[src/rtl/mrb_pkg.sv]
// shared constants, types and saturation helpers of the modal resonator bank
// no dependencies
package mrb_pkg;

   localparam int MAX_MODES    = 256;
   localparam int NUM_CHANNELS = 8;

   localparam int CH_W    = (NUM_CHANNELS > 1) ? $clog2(NUM_CHANNELS) : 1;
   localparam int MODE_W  = (MAX_MODES > 1) ? $clog2(MAX_MODES) : 1;
   localparam int ADDR_W  = CH_W + MODE_W;
   localparam int CNT_W   = MODE_W + 1;
   localparam int DEPTH   = NUM_CHANNELS * MAX_MODES;

   localparam int ACTION_W  = 1;
   localparam int CHAN_F_W  = 3;
   localparam int MODE_F_W  = 8;
   localparam int COEF_W    = 32;
   localparam int SAMP_W    = 24;
   localparam int DELAY_W   = 40;
   localparam int NMODES_W  = 9;
   localparam int OPA_W     = 25;
   localparam int PROD_W    = OPA_W + COEF_W;
   localparam int Y_W       = 52;
   localparam int ACC_W     = DELAY_W + MODE_W + 1;
   localparam int CSR_ADDR_W = 3;
   localparam int CSR_DATA_W = 32;

   localparam logic [ACTION_W-1:0] ACT_LOAD   = 1'b0;
   localparam logic [ACTION_W-1:0] ACT_SAMPLE = 1'b1;

   localparam logic [NMODES_W-1:0] NUM_MODES_RESET = 9'd10;
   localparam logic [0:0] REG_NUM_MODES = 1'b0;

   typedef struct packed {
      logic                     is_load;
      logic [CH_W-1:0]          ch;
      logic [MODE_W-1:0]        mode;
      logic signed [COEF_W-1:0] a0;
      logic signed [COEF_W-1:0] a1;
      logic signed [COEF_W-1:0] a2;
      logic signed [SAMP_W-1:0] x;
   } cmd_type;

   function automatic logic signed [DELAY_W-1:0] sat_delay(
      input logic signed [Y_W-1:0] v);
      logic signed [Y_W-1:0] hi;
      logic signed [Y_W-1:0] lo;
      hi = Y_W'(signed'({1'b0, {(DELAY_W-1){1'b1}}}));
      lo = -hi - Y_W'(1);
      if (v > hi) begin
         return hi[DELAY_W-1:0];
      end else if (v < lo) begin
         return lo[DELAY_W-1:0];
      end
      return v[DELAY_W-1:0];
   endfunction

   function automatic logic signed [SAMP_W-1:0] sat_sample(
      input logic signed [ACC_W-1:0] v);
      logic signed [ACC_W-1:0] hi;
      logic signed [ACC_W-1:0] lo;
      hi = ACC_W'(signed'({1'b0, {(SAMP_W-1){1'b1}}}));
      lo = -hi - ACC_W'(1);
      if (v > hi) begin
         return hi[SAMP_W-1:0];
      end else if (v < lo) begin
         return lo[SAMP_W-1:0];
      end
      return v[SAMP_W-1:0];
   endfunction

endpackage

[src/rtl/mrb_front.sv]
// front end: takes items, drops out-of-range ones, queues commands for the back end
// depends on mrb_pkg
module mrb_front (
   input  logic                                  clock,
   input  logic                                  reset,
   input  logic                                  req_valid,
   output logic                                  req_stall,
   input  logic [mrb_pkg::ACTION_W-1:0]          req_action,
   input  logic [mrb_pkg::CHAN_F_W-1:0]          req_channel,
   input  logic [mrb_pkg::MODE_F_W-1:0]          req_mode_index,
   input  logic signed [mrb_pkg::COEF_W-1:0]     req_coef_in_a0,
   input  logic signed [mrb_pkg::COEF_W-1:0]     req_coef_in_a1,
   input  logic signed [mrb_pkg::COEF_W-1:0]     req_coef_in_a2,
   input  logic signed [mrb_pkg::SAMP_W-1:0]     req_sample_in,
   output logic                                  cmd_valid,
   output mrb_pkg::cmd_type                      cmd_head,
   input  logic                                  cmd_pop
);
   import mrb_pkg::*;

   cmd_type     q_ff [2];
   cmd_type     new_cmd;
   logic        wr_ptr_ff, wr_ptr_in;
   logic        rd_ptr_ff, rd_ptr_in;
   logic [1:0]  count_ff, count_in;
   logic        accept;
   logic        keep;
   logic        push;
   logic        pop;

   assign req_stall = (count_ff == 2'd2);
   assign accept    = req_valid && !req_stall;

   always_comb begin
      new_cmd.is_load = (req_action == ACT_LOAD);
      new_cmd.ch      = CH_W'(req_channel);
      new_cmd.mode    = MODE_W'(req_mode_index);
      new_cmd.a0      = req_coef_in_a0;
      new_cmd.a1      = req_coef_in_a1;
      new_cmd.a2      = req_coef_in_a2;
      new_cmd.x       = req_sample_in;
      keep = (int'(req_channel) < NUM_CHANNELS) &&
             (!new_cmd.is_load || (int'(req_mode_index) < MAX_MODES));
   end

   assign push      = accept && keep;
   assign pop       = cmd_pop && (count_ff != 2'd0);
   assign cmd_valid = (count_ff != 2'd0);
   assign cmd_head  = q_ff[rd_ptr_ff];

   always_comb begin
      wr_ptr_in = push ? !wr_ptr_ff : wr_ptr_ff;
      rd_ptr_in = pop ? !rd_ptr_ff : rd_ptr_ff;
      count_in  = count_ff + 2'(push) - 2'(pop);
   end

   always_ff @(posedge clock) begin
      if (reset) begin
         wr_ptr_ff <= 1'b0;
         rd_ptr_ff <= 1'b0;
         count_ff  <= 2'd0;
      end else begin
         wr_ptr_ff <= wr_ptr_in;
         rd_ptr_ff <= rd_ptr_in;
         count_ff  <= count_in;
      end
   end

   always_ff @(posedge clock) begin
      if (push) begin
         q_ff[wr_ptr_ff] <= new_cmd;
      end
   end

endmodule

[config.mk]
export PLATFORM = sky130hd
export DESIGN_NAME = mrb_front
export DESIGN_NICKNAME = d
export VERILOG_FILES = /design/src/rtl/mrb_pkg.sv /design/src/rtl/mrb_front.sv
export SDC_FILE = /design/constraint.sdc
export NUM_CORES = 1
export LEC_CHECK = 0
export ABC_AREA = 1
export BUFFER_PORTS_ARGS = -buffer_cell sky130_fd_sc_hd__buf_2
export CORE_AREA = 10 10 195 197
export CTS_BUF_LIST = sky130_fd_sc_hd__clkbuf_16
export CTS_CLUSTER_SIZE = 10
export DETAILED_ROUTE_END_ITERATION = 8
export DIE_AREA = 0 0 205 207
export PLACE_DENSITY = 0.61
export SLEW_MARGIN = 20
export SYNTH_ARGS = -nofsm -noshare
export SYNTH_HDL_FRONTEND = slang
export SYNTH_SLANG_ARGS = --single-unit
[constraint.sdc]
create_clock -name clock -period 17.8 [get_ports clock]
set_input_delay 5.34 -clock clock [delete_from_list [all_inputs] [get_ports clock]]
set_output_delay 5.34 -clock clock [all_outputs]
set_load 0.03 [all_outputs]
==> metrics, run 1 <==
status finished clean; Iteration-0 DRC Markers 200; clk sinks 269; syn avg cell area 22.5 sq um; final net count 880; endpoints failing setup 0; Core Area 34,100 sq um; Worst Hold Class register to register; drt wl/cell 18.0 um; layout filler cell count 3,225; global route overflow 0; Top Ports 270; cells after synthesis 450; total track usage 9.84%; syn_nets 588; Initial Util 29.6%; CTS tree done; initial antenna violation count 5; clk slew on worst S/H paths 0.05 ns; P per Cell Area 151 nW/um^2; delay-heaviest family, CP buffers and inverters; CP bufs+invs 2; largest net degree at the start of global routing 72; Least-Margin Pin Slew 1.04 ns; Yosys warning count 0; Final Slew Violations 0; WP data required 12.46 ns; crit start category register; Placer Congestion 0.708; Hold Path End rd_ptr_ff$_SDFFE_PP0P_; Max-Cap Viols 0; origin of the critical flop-to-flop path count_ff[0]$_SDFF_PP0_; synthesized area 10,100 sq um; Clock Skew 0.0101 ns; Critical-path top delay cell buf_4; Seq/Total Area, Yosys 79.4%; net load switching power 0.000611 W; area grow syn2layout 26.4%; clock latency on the worst-skew pair 0.55 ns; post-CTS setup buffers 0; maximum clock path buffer count 3; Post-DP HPWL 15,000 um; layout cell share with drive strength beyond 1 58.4%; # rows 68; Hold Path Stages 2; CP Depth 3; Total Wirelength 21,800 um; P_leak 4.93 nW; Sw Share 31.7%; Num CTS Buffers 31; Pint 0.00131 W; first drt pass iteration count 4; R2R Path End q_ff[1][9]$_DFFE_PP_; post-route clock period utilization 44.8%; Critical Path Max Stage Delay 0.80 ns; # DRC 0; drt via density 4.18; Worst Setup End Kind output pin; Cell Chain, Critical Path buf_4, mux2_2, buf_2; setup TNS 0 ns; Hold Crit Start rd_ptr_ff$_SDFFE_PP0P_; Post-CTS Resized 0; H-tree Lvls 1; antenna viol nets, final 0; maximum fanout along the worst path 51; Die Span X 205 um; Seq cells post-synth 269; post-placement setup slack 10.27 ns; Chip Height 207 um; R2R cell count 5; clock group share of total power 27.6%; min Tclk post-route 7.97 ns; die area 42,400 sq um; CP arrival 2.63 ns; Worst Setup Slack, final 9.83 ns; post-cts hold buffer count 0; total number of vias 5,074; peak supply drop 0.123 mV; Root Buffer clkbuf_16; Reg power frac 43.2%; Fmax 125 MHz; vias in the first global route 5,595; Comb power frac 29.3%; Port Buf Inserts 269; Max-slew headroom 30.4%; Fin. Hold Viols 0; global-route wire length before repair 32,800 um; R2R setup slack 15.21 ns; RSZ-0062 raised after global routing false; Crit Path Class register to output pin; Distinct cells, synth 13
synthesized netlist by cell type:
| cell type | instances | area, sq um |
|---|---|---|
| ha_1 | 2 | 25.0 |
| buf_8 | 1 | 15.0 |
| mux2_2 | 52 | 586 |
| buf_6 | 9 | 101 |
| mux2_4 | 80 | 1200 |
| buf_2 | 5 | 25.0 |
| nand3_1 | 3 | 15.0 |
| inv_1 | 10 | 37.5 |
| dfxtp_1 | 5 | 100 |
| a21oi_1 | 2 | 10.0 |
| edfxtp_1 | 264 | 7930 |
| nand2_1 | 8 | 30.0 |
| nor2_1 | 9 | 33.8 |
logic make-up after synthesis:
kind of cell / count (synthesis) / share of synthesized area, %
fa+ha+maj: 2 / 0.248
compound gates: 2 / 0.0990
flops: 269 / 79.4
simple gates: 20 / 0.780
buf+inv: 25 / 1.77
mux: 132 / 17.7
cell type report:
type	count	area, sq um	share of cell area (%)
clock inverter	15	57.6	0.450
multi-input combinational	156	1910	14.9
inverter	10	42.5	0.333
tap	455	569	4.46
timing repair buffer	274	1380	10.8
antenna	3	7.51	0.0588
sequential	269	8030	62.9
clock buffer	31	776	6.07
worst reg2reg max path: stages, from the launching register on:
cell and delay, ns:
dfxtp_1 0.35, inv_1 0.06, nand2_1 0.13, nand3_1 0.18, inv_6 0.49, buf_4 0.89
worst max-delay path by stage:
stage	start	end	slack, ns
finish	register	cmd_head[0]	9.83
global route	register	cmd_head[0]	9.67
CTS	register	cmd_head[0]	9.72
detailed placement	req_valid	q_ff[1][126]$_DFFE_PP_	10.27
global placement	req_valid	q_ff[1][127]$_DFFE_PP_	10.27
floorplan	req_valid	q_ff[0][0]$_DFFE_PP_	6.28
power by group through the flow:
stage | clock network [W] | logic [W] | registers (W)
floorplan | 0 | 0.000434 | 0.000846
global placement | 0 | 0.000575 | 0.000841
detailed placement | 0 | 0.000577 | 0.000846
CTS | 0.000550 | 0.000579 | 0.000833
global route | 0.000572 | 0.000602 | 0.000841
finish | 0.000531 | 0.000563 | 0.000832
flip-flops by register name, indices dropped and copies added, names as in the netlist, named ones only:
| signal | flops |
|---|---|
| q_ff | 264 |
| count_ff | 2 |
| rd_ptr_ff | 1 |
| wr_ptr_ff | 1 |
layout by cell type, fill, tap and decap left out:
master     count
a21oi_1        2
nand3_1        3
diode_2        3
mux2_2        52
nand2_1        8
edfxtp_1     264
clkbuf_16     31
clkinv_1       2
nor2_1         8
dfxtp_1        4
inv_1         21
buf_4          5
buf_2        269
nor2_4         1
ha_1           2
mux2_4        80
dfxtp_4        1
inv_6          1
clkinv_2       1
per-layer routing:
metal / vias to the layer above / track usage, % / share of wire, %
met5: - / 0 / 0.087
met4: 4 / 3.16 / 2.1
met3: 33 / 4.06 / 10
met2: 187 / 16.6 / 49
met1: 2506 / 11.0 / 39
li1: 2344 / - / -
stage by stage:
step | std cells | utilization, % | power [W] | hold WS [ns] | cell area, sq um
final | 1213 | 37.4 | 0.00193 | 0.514 | 12800
after global routing | 1210 | 37.4 | 0.00202 | 0.548 | 12800
after CTS | 1210 | 37.4 | 0.00196 | 0.518 | 12800
after detailed placement | 1164 | 35.0 | 0.00142 | 0.501 | 11900
after global placement | 1164 | 35.0 | 0.00142 | 0.495 | 11900
after floorplan | 450 | - | 0.00128 | 0.467 | 10100
No activity file was read; power rests on OpenSTA's default activity.
==> run 2: changes to the inputs <==
--- a/config.mk
+++ b/config.mk
@@ -12,7 +12,7 @@
 export CTS_CLUSTER_SIZE = 10
 export DETAILED_ROUTE_END_ITERATION = 8
 export DIE_AREA = 0 0 205 207
-export PLACE_DENSITY = 0.61
+export PLACE_DENSITY = 0.63
 export SLEW_MARGIN = 20
 export SYNTH_ARGS = -nofsm -noshare
 export SYNTH_HDL_FRONTEND = slang
==> constraint.sdc (replaced) <==
create_clock -name clock -period 6.88 [get_ports clock]
set_input_delay 2.064 -clock clock [delete_from_list [all_inputs] [get_ports clock]]
set_output_delay 2.064 -clock clock [all_outputs]
set_load 0.03 [all_outputs]
==> metrics, run 2 (synthesis results as in run 1) <==
peak supply drop 0.230 mV; Core Area 34,100 sq um; RSZ-0062 raised after global routing false; Critical-path top delay cell dfxtp_4; Max-Cap Viols 0; H-tree Lvls 2; Post-Place Cells 1,164; setup TNS 0 ns; min Tclk post-route 4.70 ns; Critical Path Max Stage Delay 0.87 ns; R2R setup slack 4.46 ns; total track usage 10.3%; R2R cell count 5; drt via density 4.15; Worst Hold Class register to register; endpoints failing setup 0; crit start category register; Largest Register q_ff; status finished clean; Final Slew Violations 0; Initial Util 29.6%; Total Wirelength 22,500 um; Num CTS Buffers 34; Hold Path End rd_ptr_ff$_SDFFE_PP0P_; Hold Crit Start rd_ptr_ff$_SDFFE_PP0P_; die area 42,400 sq um; global route overflow 0; Fmax 213 MHz; post-route clock period utilization 68.4%; layout cell share with drive strength beyond 1 59.5%; origin of the critical flop-to-flop path count_ff[0]$_SDFF_PP0_; commonest non-fill, non-tap cell in the layout buf_2; Port Buf Inserts 269; P_leak 4.99 nW; area grow syn2layout 28.5%; maximum clock path buffer count 3; Chip Height 207 um; vias in the first global route 5,520; # rows 68; maximum fanout along the worst path 82; Die Span X 205 um; Least-Margin Pin Slew 0.989 ns; Root Buffer clkbuf_16; clk sinks 269; Cell Chain, Critical Path buf_12, mux2_2, buf_2; CP arrival 2.64 ns; max reg flops 264; final net count 883; post-CTS setup buffers 0; drt wl/cell 18.5 um; Placer Congestion 0.720; global-route wire length before repair 33,400 um; initial antenna violation count 8; clk slew on worst S/H paths 0.05 ns; Top Ports 270; Clock Skew 0.00455 ns; largest net degree at the start of global routing 83; Hold Path Stages 2; Post-DP HPWL 15,600 um; P per Cell Area 403 nW/um^2; clock latency on the worst-skew pair 0.49 ns; Iteration-0 DRC Markers 151; antenna viol nets, final 0; Fin. Hold Viols 0; total number of vias 5,046; Regs by FF count q_ff x264, count_ff x2; post-cts hold buffer count 0; commonest non-fill, non-tap cells in the layout buf_2, edfxtp_1, mux2_4, mux2_2, clkbuf_16; Post-Layout Cell Count 1,215; CTS tree done; Post-CTS Resized 0; Worst Setup End Kind output pin; Crit Path Class register to output pin; Final Util 38.1%; first drt pass iteration count 4; WP data required 4.82 ns; Max-slew headroom 33.9%; # DRC 0; R2R Path End q_ff[0][75]$_DFFE_PP_
==> run 2: per-stage QoR <==
stage | hold slack, ns | instance area, sq um | power, W | setup WS (ns)
finish | 0.501 | 13000 | 0.00524 | 2.18
detailed placement | 0.496 | 12000 | 0.00369 | 2.66
global route | 0.552 | 13000 | 0.00548 | 2.03
global placement | 0.482 | 12000 | 0.00367 | 2.65
floorplan | 0.467 | 10100 | 0.00330 | 0.869
CTS | 0.507 | 13000 | 0.00534 | 2.10
==> run 2: cell type report <==
type | count | area, sq um
fill | 3191 | 21100
sequential | 269 | 8030
multi-input combinational | 156 | 1910
timing repair buffer | 274 | 1410
clock buffer | 37 | 926
tap | 455 | 569
clock inverter | 9 | 90.1
inverter | 10 | 42.5
antenna | 5 | 12.5
==> run 2: worst max-delay path by stage <==
| stage | startpoint | to | slack [ns] | cells past startpoint |
|---|---|---|---|---|
| finish | register | cmd_head[11] | 2.18 | 3 |
| global route | register | cmd_head[11] | 2.03 | 3 |
| CTS | register | cmd_head[12] | 2.10 | 3 |
| detailed placement | register | cmd_head[20] | 2.66 | 3 |
| global placement | register | cmd_head[15] | 2.65 | 3 |
| floorplan | req_valid | q_ff[0][0]$_DFFE_PP_ | 0.87 | 2 |
==> run 2: metal layers <==
metal / GRT usage [%] / wire [um]
met1: 11.3 / 8580
met2: 16.7 / 10900
met3: 5.07 / 2420
met4: 3.79 / 580
met5: 0 / 50
==> run 2: critical path, delay by kind of cell, from the launching register on <==
kind / cells / cell delay [ns]
buf+inv: 2 / 0.68
flops: 1 / 0.87
mux: 1 / 0.41
==> run 2: power by group <==
| part | total [W] | switching [W] | internal (W) |
|---|---|---|---|
| sequential | 0.00217 | 0.0000921 | 0.00208 |
| combinational | 0.00145 | 0.000917 | 0.000532 |
| clock | 0.00162 | 0.000599 | 0.00102 |
==> run 3: changes to the inputs <==
==> constraint.sdc (replaced) <==
create_clock -name clock -period 3.9 [get_ports clock]
set_input_delay 1.17 -clock clock [delete_from_list [all_inputs] [get_ports clock]]
set_output_delay 1.17 -clock clock [all_outputs]
set_load 0.03 [all_outputs]
==> metrics, run 3 (synthesis results as in run 1) <==
peak supply drop 0.423 mV; drt via density 4.17; R2R cell count 5; Max-slew headroom 53.8%; delay-heaviest family, CP flip-flops; Least-Margin Pin Slew 0.693 ns; # rows 68; maximum fanout along the worst path 35; Critical Path Max Stage Delay 0.80 ns; Cell Chain, Critical Path buf_4, mux2_2, buf_2; Critical-path top delay cell dfxtp_4; Hold Path Stages 2; Final Slew Violations 0; setup TNS 0 ns; FF/Latch Area 8030 sq um; max reg flops 264; post-route clock period utilization 86.7%; Worst Setup Slack, final 0.518 ns; Hold Crit Start rd_ptr_ff$_SDFFE_PP0P_; largest net degree at the start of global routing 71; Worst Setup End Kind output pin; initial antenna violation count 5; hold_ws 0.514 ns; Chip Height 207 um; global-route wire length before repair 33,300 um; P per Cell Area 691 nW/um^2; die area 42,400 sq um; origin of the critical flop-to-flop path count_ff[0]$_SDFF_PP0_; clk sinks 269; Initial Util 29.6%; Top Ports 270; Max-Cap Viols 0; global route overflow 0; Clock Skew 0.0128 ns; crit start category register; layout filler cell count 3,204; area grow syn2layout 28.2%; Crit Path Class register to output pin; P_leak 5.00 nW; H-tree Lvls 1; vias in the first global route 5,541; Post-DP HPWL 15,400 um; Placer Congestion 0.701; Hold Path End rd_ptr_ff$_SDFFE_PP0P_; drt wl/cell 18.4 um; clock latency on the worst-skew pair 0.54 ns; commonest non-fill, non-tap cells in the layout buf_2, edfxtp_1, mux2_4, mux2_2, clkbuf_16; Fin. Hold Viols 0; Worst Hold Class register to register; Root Buffer clkbuf_16; footprint of the multi-input gates 1910 sq um; antenna viol nets, final 0; first drt pass iteration count 4; endpoints failing setup 0; R2R setup slack 2.27 ns; RSZ-0062 raised after global routing false; Total Wirelength 22,400 um; CP arrival 2.21 ns; Core Area 34,100 sq um; Die Span X 205 um; WP data required 2.73 ns; Regs by FF count q_ff x264, count_ff x2; clk slew on worst S/H paths 0.05 ns; maximum clock path buffer count 3; Largest Register q_ff; # DRC 0; post-CTS setup buffers 0; min Tclk post-route 3.38 ns; CTS tree done; post-placement setup slack 1.04 ns; status finished clean; R2R Path End q_ff[0][102]$_DFFE_PP_; Port Buf Inserts 269; total track usage 9.96%; commonest non-fill, non-tap cell in the layout buf_2; layout cell share with drive strength beyond 1 58.8%; total number of vias 5,081; final net count 886; Fmax 296 MHz; CP bufs+invs 2; Iteration-0 DRC Markers 208; Post-CTS Resized 0; post-cts hold buffer count 0; Num CTS Buffers 31
## run 3: cell types whose count changed in the layout (fill, tap and decap cells not counted), moves of 3 or more
cell and change:
inv_1 +9, clkbuf_16 -6, diode_2 -3, buf_12 +7
## run 3: worst max-delay path by stage
stage,from,endpoint,slack (ns),cells after the start
2_1_floorplan,req_valid,q_ff[1][0]$_DFFE_PP_,0.25,2
3_3_place_gp,register,cmd_head[131],1.03,3
3_5_place_dp,register,cmd_head[131],1.04,3
4_1_cts,register,cmd_head[131],0.43,3
5_1_grt,register,cmd_head[131],0.39,3
6_report,register,cmd_head[7],0.52,3
## run 3: stage by stage
stage	instances	power [W]	instance area, sq um	util, %
after global placement	1170	0.00656	12100	35.4
after CTS	1217	0.00914	13000	38.0
final	1219	0.00896	13000	38.0
after detailed placement	1170	0.00659	12100	35.4
after global routing	1219	0.00940	13000	38.0
after floorplan	450	0.00579	10100	-
## run 3: layer usage
metal,part of all wire (%),track usage [%],wire length [um]
met1,38,11.1,8590
met2,49,16.7,10900
met3,11,4.40,2420
met4,2.0,3.03,438
met5,0.15,0,33
## run 3: worst register-to-register path, delay by kind of cell (launching register included)
kind / cells / cell delay, ns
buffers and inverters: 2 / 0.40
AND/OR/NAND/NOR: 3 / 0.42
flip-flops: 1 / 0.34
## run 3: power breakdown
group          leakage, nW  total, W  switching [W]  internal [W]
registers             2.51   0.00381       0.000153       0.00366
logic                 2.02   0.00265        0.00165       0.00100
clock network        0.471   0.00250        0.00103       0.00147
## run 3: final cells by class
type / count / area share (%)
Antenna cell: 2 / 0.0386
Clock buffer: 31 / 5.99
Clock inverter: 16 / 0.676
Inverter: 10 / 0.319
Multi-Input combinational cell: 156 / 14.7
Sequential cell: 269 / 62.0
Tap cell: 455 / 4.39
Timing Repair Buffer: 280 / 11.9
